`config.mk`:
```
export PLATFORM = sky130hd
export DESIGN_NAME = bpa_ctrl
export DESIGN_NICKNAME = d
export VERILOG_FILES = /design/src/design/bpa_pkg.sv /design/src/design/bpa_ctrl.sv
export SDC_FILE = /design/constraint.sdc
export NUM_CORES = 1
export LEC_CHECK = 0
export BUFFER_PORTS_ARGS = -buffer_cell sky130_fd_sc_hd__buf_2
export CAP_MARGIN = 20
export CORE_AREA = 2 2 39 41
export DETAILED_ROUTE_END_ITERATION = 12
export DIE_AREA = 0 0 41 43
export HOLD_SLACK_MARGIN = 0.06
export PLACE_DENSITY_LB_ADDON = 0.15
export SETUP_SLACK_MARGIN = 0.1
export SYNTH_ARGS = -nofsm -noshare
export SYNTH_HDL_FRONTEND = slang
export SYNTH_SLANG_ARGS = --single-unit
```
`constraint.sdc`:
```
create_clock -name clk -period 1 [get_ports clk]
set_input_delay 0.2 -clock clk [delete_from_list [all_inputs] [get_ports clk]]
set_output_delay 0.2 -clock clk [all_outputs]
set_load 0.02 [all_outputs]
```
`src/design/bpa_pkg.sv`:
```
// Shared types and constants for the bitmap page allocator.
// Used by bpa_ctrl, bpa_datapath and bitmap_page_allocator_top; no dependencies.
`default_nettype none

package bpa_pkg;

	// map geometry
	localparam int unsigned PAGES     = 65536;
	localparam int unsigned WORD_W    = 64;
	localparam int unsigned BIT_W     = $clog2(WORD_W);
	localparam int unsigned MAP_WORDS = (PAGES + WORD_W - 1) / WORD_W;
	localparam int unsigned WADDR_W   = $clog2(MAP_WORDS);
	localparam int unsigned WCNT_W    = $clog2(MAP_WORDS + 1);
	localparam int unsigned IDX_W     = WCNT_W + BIT_W;
	localparam int unsigned PG_W      = $clog2(PAGES);
	localparam int unsigned CNT_W     = $clog2(PAGES + 1);
	localparam int unsigned PAGE_SH   = 12;
	localparam int unsigned BYTE_CNT  = WORD_W / 8;
	localparam int unsigned DELTA_W   = $clog2(WORD_W + 1);

	// field widths
	localparam int unsigned CMD_W   = 2;
	localparam int unsigned PADDR_W = 32;
	localparam int unsigned RANGE_W = 64;
	localparam int unsigned AADDR_W = 28;
	localparam int unsigned TOTAL_W = 17;

	typedef enum logic [CMD_W-1:0] {
		CMD_ALLOC   = 2'd0,
		CMD_FREE    = 2'd1,
		CMD_RELEASE = 2'd2,
		CMD_RESERVE = 2'd3
	} cmd_t;

	typedef enum logic [2:0] {
		ST_CLEAR,
		ST_IDLE,
		ST_SETUP,
		ST_READ,
		ST_MODIFY,
		ST_ACC,
		ST_DONE
	} state_t;

	// controller to datapath
	typedef struct packed {
		logic load;
		logic setup;
		logic rd;
		logic modify;
		logic acc;
		logic clr_wr;
	} dp_ctrl_t;

	// datapath to controller
	typedef struct packed {
		logic more;
		logic found;
		logic clr_last;
	} dp_stat_t;

endpackage

`default_nettype wire

```
`src/design/bpa_ctrl.sv`:
```
// Controller state machine of the bitmap page allocator: clear pass, word loop, result hand-off.
// Depends on bpa_pkg.
`default_nettype none

module bpa_ctrl
	import bpa_pkg::*;
(
	input  wire logic     clk,
	input  wire logic     arst_n,
	input  wire logic     in_valid,
	input  wire logic     out_busy,
	input  wire dp_stat_t stat,
	output dp_ctrl_t      ctrl,
	output logic          in_stall,
	output logic          out_load
);

	state_t state_q;
	state_t state_nxt;

	// state register
	always_ff @(posedge clk or negedge arst_n) begin
		if (!arst_n) begin
			state_q <= ST_CLEAR;
		end else begin
			state_q <= state_nxt;
		end
	end

	// next state and commands
	always_comb begin
		state_nxt = state_q;
		ctrl      = '0;
		out_load  = 1'b0;
		in_stall  = 1'b1;
		unique case (state_q)
			ST_CLEAR: begin
				ctrl.clr_wr = 1'b1;
				if (stat.clr_last) begin
					state_nxt = ST_IDLE;
				end
			end
			ST_IDLE: begin
				in_stall = 1'b0;
				if (in_valid) begin
					ctrl.load = 1'b1;
					state_nxt = ST_SETUP;
				end
			end
			ST_SETUP: begin
				ctrl.setup = 1'b1;
				state_nxt  = ST_READ;
			end
			ST_READ: begin
				if (stat.more) begin
					ctrl.rd   = 1'b1;
					state_nxt = ST_MODIFY;
				end else begin
					state_nxt = ST_DONE;
				end
			end
			ST_MODIFY: begin
				ctrl.modify = 1'b1;
				state_nxt   = ST_ACC;
			end
			ST_ACC: begin
				ctrl.acc  = 1'b1;
				state_nxt = stat.found ? ST_DONE : ST_READ;
			end
			ST_DONE: begin
				if (!out_busy) begin
					out_load  = 1'b1;
					state_nxt = ST_IDLE;
				end
			end
			default: begin
				state_nxt = ST_CLEAR;
			end
		endcase
	end

endmodule

`default_nettype wire

```
==> impl_metrics.json, run 1 <==
{
  "drive_above_1_share_pct": 63.0,
  "syn2layout_area_growth_pct": 101,
  "yosys_warnings": 0,
  "synth_seq_cells": 3,
  "max_slew_margin_pct": 81.7,
  "hold_class": "in2reg",
  "cp.arrival_ns": 1.19,
  "top_regs": "state_q: 3 flops",
  "powerDensity_mw_per_mm2": 3240,
  "syn_area_per_cell_um2": 7.70,
  "largest_reg_flops": 3,
  "fin_crit_sh_pct": 139,
  "worst_pin_slew_ns": 0.275,
  "p_leak_nw": 0.235,
  "n_fill_cell": 163,
  "drv_slew": 0,
  "dr.pass1.iters": 4,
  "synth_cell_types": 19,
  "grt_max_degree": 9,
  "top_register": "state_q",
  "track_usage_pct": 11.5,
  "routedWlPerCell_um": 9.93,
  "worst_slack_ns": -0.390,
  "vias_per_cell": 4.20,
  "layout_common_cells": "buf_2 (7), buf_4 (7), buf_6 (6)",
  "path_clk_slew_ns": 0.04,
  "cpMaxStageDelayCell": "dfrtp_1",
  "synth_top_area_share_pct": 30.5,
  "cts_tree": "built",
  "cts_max_path_buffers": 2,
  "cp_num_buf_inv": 1,
  "crit_fanout": 4,
  "drt_wl_total_um": 695,
  "clk_latency_ns": 0.24,
  "worst-setup-path-type": "reg2out",
  "drv_cap": 0,
  "rsz0062_at_grt": "true",
  "hold_viol": 0,
  "critPathRequiredTime_ns": 0.80,
  "cp_cell_sequence": "and2b_2 -> and3_4 -> buf_6",
  "fin_crit_ns": 1.39,
  "syn_nets": 39,
  "root_buffer": "clkbuf_4",
  "hp-start": "stat[0]",
  "yosysTopAreaCell": "dfrtp_1",
  "ant_nets": 0,
  "path_delay_family": "simple AND/OR/NAND/NOR gates",
  "portBuffers": 14,
  "vias": 294,
  "synthCells": 32,
  "io_pins": 15,
  "htreeDepth": 1,
  "core-area_mm2": 0.00138,
  "nNetsFinal": 62,
  "clock.fmax_ghz": 0.719,
  "grt_pass1_wl_um": 1290,
  "numCtsBuffers": 3,
  "cts_sinks": 3,
  "worst_setup_path_start_kind": "flip-flop",
  "r2r-start": "state_q[0]",
  "drtIter0Drc": 1,
  "synth_area_leaders": "dfrtp_1 (30%), buf_6 (9.1%), o21ai_0 (8.1%), nor2_1 (6.1%), nand2b_1 (5.1%)",
  "ys_seq_area_share_pct": 30.5,
  "outcome": "complete, but fails checks",
  "overflow": 0,
  "start_util_pct": 17.8,
  "drcViolationCount": 0,
  "finClkSkew_ns": 0.00322,
  "die_y_um": 43,
  "antenna_found_initial": 0,
  "fp-row-count": 14,
  "diodes": 0,
  "fin_util_pct": 35.8,
  "dieArea_mm2": 0.00176,
  "ir_drop_mv": 1.30,
  "slowest_delay_ns": 0.39,
  "total_power_w": 0.00161,
  "violations": "setup timing",
  "grt_pass1_vias": 310,
  "cp-end-kind": "output port",
  "place_congestion": 0.688,
  "synth_area_um2": 246,
  "critPathLaunch": "state_q[2]",
  "setup_violations": 11,
  "dieWidth_um": 41
}
-- final timing paths --
path / depth (start not counted) / slack (ns) / to
max: 3 / -0.39 / ctrl[3]
min in group asynchronous: 2 / 0.28 / state_q[1]
min reg2reg: 2 / 0.67 / state_q[0]
max reg2reg: 3 / -0.13 / state_q[0]
min: 3 / 0.20 / state_q[0]
max in group asynchronous: 2 / 0.60 / state_q[1]
-- worst reg2reg max path, cell delays in order (launching register included) --
cell and delay (ns):
dfrtp_1 0.39, buf_4 0.17, a21o_1 0.15, a222oi_1 0.31
-- where the power goes --
group | internal [W] | switching [W] | total [W]
sequential | 0.000187 | 0.0000974 | 0.000285
clock | 0.000150 | 0.0000699 | 0.000220
combinational | 0.000572 | 0.000530 | 0.00110
total | 0.000909 | 0.000697 | 0.00161
-- layout make-up --
cell class                 count  area, um^2  area share [%]
inverter                       3        11.3            2.27
multi-input combinational     23         196            39.6
tap                           16        20.0            4.04
timing repair buffer          21         165            33.3
clock buffer                   4        26.3            5.30
sequential                     3        76.3            15.4
-- layer usage --
layer,routed length [um],vias up,global-route usage (%)
li1,-,150,-
met1,285,130,13.3
met2,343,11,15.3
met3,41,3,3.14
met4,24,0,12.0
met5,0,-,0
-- cells in the mapped netlist, drive strengths merged --
cell type,number
nor2b,1
nand2b,2
dfrtp,3
clkbuf,1
and2b,1
nand3,1
nor2,4
buf,2
or2b,1
a21o,1
a222oi,1
a22o,1
inv,3
o22ai,1
and3,1
nor3,1
nor3b,1
nand2,2
o21ai,4
-- metrics by stage --
stage	setup slack, ns	instances	TNS, ns	hold WS [ns]	area, um^2
floorplan	-0.0838	32	-0.429	-0.0956	313
global placement	-0.195	63	-1.50	-0.00282	397
detailed placement	-0.216	63	-1.59	-0.00214	397
CTS	-0.411	69	-2.89	0.205	482
global route	-0.441	70	-3.47	0.234	495
finish	-0.390	70	-2.72	0.204	495
-- cells by family (layout without fill, tap and decap cells) --
family / count (synthesis) / in the layout / share of synthesized area (%)
and+or+nand+nor: 15 / 15 / 33.0
buffers and inverters: 6 / 28 / 15.2
AOI/OAI and AO/OA: 8 / 8 / 21.3
DFF: 3 / 3 / 30.5
-- repair_timing --
action	CTS	global route
pin swaps	5	0
hold buffers	1	0
hold endpoints to repair	3	0
resized for setup	16	2
setup buffers	1	1
setup endpoints to repair	11	11
(Power assumes the default switching activity.)
==> inputs of run 2 (changes only) <==
Settings changed: CELL_PAD_IN_SITES_DETAIL_PLACEMENT set to 0, CELL_PAD_IN_SITES_GLOBAL_PLACEMENT set to 1.
==> impl_metrics.json, run 2 (synthesized netlist as in run 1, its figures left out) <==
{
  "nNetsFinal": 66,
  "finClkSkew_ns": 0.000620,
  "cts_max_path_buffers": 2,
  "switching_share_pct": 41.5,
  "cts_sinks": 3,
  "die_y_um": 43,
  "dieWidth_um": 41,
  "fin_crit_ns": 1.38,
  "seq_power_share_pct": 13.8,
  "grt_pass1_wl_um": 1300,
  "fin_crit_sh_pct": 138,
  "dieArea_mm2": 0.00176,
  "mostFrequentLayoutCell": "buf_6",
  "clk_latency_ns": 0.23,
  "fp-row-count": 14,
  "top_regs": "state_q: 3 flops",
  "grt_max_degree": 9,
  "antenna_found_initial": 0,
  "path_clk_slew_ns": 0.04,
  "vias_per_cell": 4.15,
  "dp_slack_ns": -0.210,
  "place_congestion": 0.704,
  "diodes": 0,
  "violations": "setup timing",
  "p_leak_nw": 0.260,
  "dr.pass1.iters": 4,
  "worst-setup-path-type": "reg2out",
  "multi_input_area_um2": 199,
  "start_util_pct": 17.8,
  "layout_common_cells": "buf_6 (10), buf_2 (7), buf_4 (7)",
  "largest_reg_flops": 3,
  "outcome": "complete, but fails checks",
  "track_usage_pct": 11.0,
  "hold_viol": 0,
  "register_area_um2": 76.3,
  "syn2layout_area_growth_pct": 120,
  "worst_pin_slew_ns": 0.272,
  "setup_violations": 11,
  "hpwl_um": 545,
  "top_register": "state_q",
  "drv_cap": 0,
  "vias": 307,
  "worst_setup_path_start_kind": "flip-flop",
  "grt_pass1_vias": 311,
  "ir_drop_mv": 1.07,
  "overflow": 0,
  "routedWlPerCell_um": 10.3,
  "core-area_mm2": 0.00138,
  "hold_class": "in2reg",
  "powerDensity_mw_per_mm2": 3310,
  "clock.fmax_ghz": 0.722,
  "drtIter0Drc": 14,
  "portBuffers": 14,
  "max_slew_margin_pct": 81.9,
  "drv_slew": 0,
  "n_fill_cell": 152,
  "drive_above_1_share_pct": 65.5,
  "drcViolationCount": 0,
  "cp.arrival_ns": 1.18,
  "htreeDepth": 1,
  "p_switching_w": 0.000747,
  "drt_wl_total_um": 761,
  "p_int_w": 0.00105,
  "finalSetupTns_ns": -2.80,
  "cp-end-kind": "output port",
  "cts_tree": "built",
  "root_buffer": "clkbuf_4",
  "critPathRequiredTime_ns": 0.80,
  "numCtsBuffers": 3,
  "rsz0062_at_grt": "true",
  "comb_power_share_pct": 74.5,
  "worst_slack_ns": -0.384,
  "crit_fanout": 4,
  "clockPowerShare_pct": 11.7,
  "ant_nets": 0,
  "io_pins": 15
}
-- run 2: cell types whose count changed in the layout (fill, tap and decap cells not counted) --
cell and delta:
buf_6 +4, nand3_1 -1, nand3_2 +1, nor2b_1 +1
nor2b_2 -1
-- run 2: timing repair --
item,CTS,global route
hold buffers,1,0
endpoints found under the hold margin,3,0
endpoints found under the setup margin,11,11
pin swaps,5,1
resized for setup,21,3
cloned,0,0
setup buffers,5,1
-- run 2: final timing paths --
kind / start / end / slack (ns) / cells past startpoint
max: state_q[2] / ctrl[3] / -0.38 / 3
max in group asynchronous: arst_n / state_q[1] / 0.58 / 2
min in group asynchronous: arst_n / state_q[0] / 0.30 / 2
min: stat[0] / state_q[0] / 0.21 / 3
max reg2reg: state_q[1] / state_q[0] / -0.14 / 3
min reg2reg: state_q[1] / state_q[1] / 0.61 / 2
-- run 2: final cells by class --
| type | instances | area share [%] |
|---|---|---|
| Clock buffer | 4 | 4.84 |
| Inverter | 3 | 2.07 |
| Multi-Input combinational cell | 23 | 36.6 |
| Sequential cell | 3 | 14.1 |
| Tap cell | 16 | 3.69 |
| Timing Repair Buffer | 25 | 38.7 |
-- run 2: worst max-delay path, cell delays in order, from the launching register on --
cell     delay [ns]
dfrtp_1        0.39
and2b_2        0.27
and3_4         0.19
buf_6          0.11
-- run 2: layer usage --
| layer | up-vias | routed length [um] | GRT usage, % |
|---|---|---|---|
| met1 | 138 | 352 | 12.3 |
| met5 | - | 0 | 0 |
| met4 | 0 | 0 | 6.00 |
| met2 | 9 | 367 | 17.2 |
| li1 | 160 | - | - |
| met3 | 0 | 41 | 3.66 |
-- run 2: per-stage QoR --
| step | std cells | hold WS (ns) | cell area [um^2] | total power, W | utilization (%) |
|---|---|---|---|---|---|
| after floorplan | 32 | -0.0956 | 313 | 0.00103 | - |
| after global placement | 64 | -0.00445 | 404 | 0.00124 | 29.2 |
| after detailed placement | 64 | 0.00163 | 404 | 0.00123 | 29.2 |
| after CTS | 74 | 0.215 | 533 | 0.00177 | 38.5 |
| after global routing | 74 | 0.263 | 543 | 0.00192 | 39.2 |
| final | 74 | 0.214 | 543 | 0.00180 | 39.2 |
-- run 2: power groups by stage --
stage	clock [W]	combinational [W]	sequential, W
after CTS	0.000218	0.00131	0.000243
after global routing	0.000224	0.00144	0.000260
after global placement	0	0.000945	0.000292
after floorplan	0	0.000806	0.000226
after detailed placement	0	0.000938	0.000295
final	0.000210	0.00134	0.000249
==> inputs of run 3 (changes only) <==
Settings changed: ABC_AREA set to 1, PLACE_DENSITY set to 0.63, PLACE_DENSITY_LB_ADDON 0.15 to not set.
==> impl_metrics.json, run 3 <==
{
  "outcome": "complete, but fails checks",
  "violations": "setup timing",
  "max_slew_margin_pct": 86.4,
  "io_pins": 15,
  "drtIter0Drc": 3,
  "portBuffers": 14,
  "setup_violations": 10,
  "diodes": 0,
  "clk_latency_ns": 0.23,
  "hold_class": "in2async",
  "synth_edf_count": 0,
  "dieWidth_um": 41,
  "syn2layout_area_growth_pct": 135,
  "die_y_um": 43,
  "drt_wl_total_um": 737,
  "rsz0062_at_grt": "true",
  "synthCells": 37,
  "track_usage_pct": 10.0,
  "ff2ff_setup_slack_ns": -0.13,
  "synth_cell_types": 17,
  "synth_seq_cells": 3,
  "core-area_mm2": 0.00138,
  "total_power_w": 0.00202,
  "dr.pass1.iters": 3,
  "critPathLaunch": "state_q[1]",
  "drv_cap": 0,
  "cts_sinks": 3,
  "nNetsFinal": 75,
  "yosys_warnings": 0,
  "antenna_found_initial": 0,
  "worst_setup_path_start_kind": "flip-flop",
  "worstReg2RegEnd": "state_q[0]",
  "syn_area_per_cell_um2": 6.93,
  "grt_pass1_vias": 300,
  "async_reset_ff_share_pct": 100,
  "fin_crit_sh_pct": 137,
  "yosysTopAreaCell": "dfrtp_1",
  "htreeDepth": 1,
  "critPathRequiredTime_ns": 0.80,
  "synth_area_leaders": "dfrtp_1 (29%), inv_1 (8.8%), nand2_1 (7.3%), nand2_2 (7.3%), nor3_1 (5.9%)",
  "synth_common_cells": "inv_1 (6), nand2_1 (5), nor2_1 (4)",
  "clock.fmax_ghz": 0.728,
  "start_util_pct": 18.5,
  "p_leak_nw": 0.295,
  "cp-end-kind": "output port",
  "ant_nets": 0,
  "hold_viol": 0,
  "worst-setup-path-type": "reg2out",
  "drv_slew": 0,
  "root_buffer": "clkbuf_4",
  "syn_nets": 44,
  "cts_max_path_buffers": 2,
  "r2r-start": "state_q[1]",
  "fin_crit_ns": 1.37,
  "drive_above_1_share_pct": 76.1,
  "top_regs": "state_q: 3 flops",
  "cts_tree": "built",
  "routedWlPerCell_um": 8.88,
  "cp.arrival_ns": 1.17,
  "grt_max_degree": 7,
  "ys_seq_area_share_pct": 29.3,
  "layout_common_cells": "buf_4 (15), buf_2 (6), nand2_1 (5)",
  "vias_per_cell": 4.08,
  "synth.most_common_cell": "inv_1",
  "vias": 339,
  "r2r.worst_path.cells": 7,
  "synth_area_um2": 256,
  "synth-main-ff-cell": "dfrtp_1",
  "crit_fanout": 5,
  "dp_slack_ns": -0.182,
  "dieArea_mm2": 0.00176,
  "overflow": 0,
  "mostFrequentLayoutCell": "buf_4",
  "worst_slack_ns": -0.373,
  "fp-row-count": 14,
  "drcViolationCount": 0,
  "grt_pass1_wl_um": 1140,
  "hpwl_um": 600,
  "largest_reg_flops": 3,
  "ir_drop_mv": 1.03,
  "finClkSkew_ns": 0.000590,
  "numCtsBuffers": 3,
  "powerDensity_mw_per_mm2": 3340,
  "top_register": "state_q",
  "path_clk_slew_ns": 0.03,
  "synth_top_area_share_pct": 29.3,
  "place_congestion": 0.684,
  "worst_pin_slew_ns": 0.205
}
-- run 3: cell types whose count changed after synthesis, sizes merged, moves of 2 or more --
cell,delta
nor3,+2
nand4,+2
inv,+4
o21ai,-3
nand2,+6
nand2b,-2
nor2,+2
-- run 3: final cells by class --
class	count	area, um^2
inverter	7	33.8
tap	16	20.0
clock buffer	4	26.3
timing repair buffer	27	226
fill	140	781
multi-input combinational	26	218
sequential	3	78.8
-- run 3: cell families (layout without fill, tap and decap cells) --
kind of cell | count (synthesis) | count (layout) | share of synthesized area, %
AO/OA/AOI/OAI | 3 | 3 | 10.7
buffers and inverters | 8 | 38 | 13.2
flip-flops | 3 | 3 | 29.3
AND/OR/NAND/NOR | 23 | 23 | 46.8
-- run 3: critical path, stage by stage, from the launching register on --
cell	delay, ns
dfrtp_2	0.41
inv_4	0.11
nand2_4	0.08
nor2_4	0.11
inv_4	0.04
nor2_4	0.07
buf_6	0.11
-- run 3: power by group --
| part | total (W) | internal (W) | leakage [nW] | switching [W] |
|---|---|---|---|---|
| Clock | 0.000208 | 0.000149 | 0.0150 | 0.0000585 |
| Combinational | 0.00149 | 0.000782 | 0.247 | 0.000709 |
| Sequential | 0.000318 | 0.000194 | 0.0334 | 0.000124 |
| Total | 0.00202 | 0.00113 | 0.295 | 0.000891 |
-- run 3: layer usage --
layer / share of wire [%] / GRT usage, % / vias to the layer above / routed length [um]
li1: - / - / 180 / -
met1: 38 / 10.9 / 146 / 280
met2: 54 / 15.0 / 11 / 399
met3: 6.2 / 3.14 / 2 / 46
met4: 1.5 / 8.00 / 0 / 11
met5: 0 / 0 / - / 0
-- run 3: how the worst max path moves through the flow --
| stage | endpoint | slack [ns] | cells after the start |
|---|---|---|---|
| after detailed placement | ctrl[3] | -0.18 | 3 |
| after global placement | ctrl[3] | -0.18 | 3 |
| final | ctrl[5] | -0.37 | 6 |
| after CTS | ctrl[4] | -0.38 | 3 |
| after global routing | ctrl[5] | -0.43 | 6 |
| after floorplan | out_load | -0.16 | 2 |
-- run 3: stage by stage --
stage          setup TNS (ns)  hold slack [ns]  area, um^2  util, %  instances
2_1_floorplan          -0.700          -0.0956         335        -         37
3_3_place_gp            -1.45         -0.00443         487     35.2         74
3_5_place_dp            -1.46        -0.000762         487     35.2         74
4_1_cts                 -3.13            0.294         596     43.0         83
5_1_grt                 -3.64            0.314         603     43.6         83
6_report                -3.00            0.293         603     43.6         83
-- run 3: repair_timing --
item,4_1_cts,5_1_grt
gates resized for setup,11,2
hold buffers,1,0
endpoints found under the hold margin,3,0
setup buffers,4,0
pin swaps,2,0
endpoints found under the setup margin,11,11
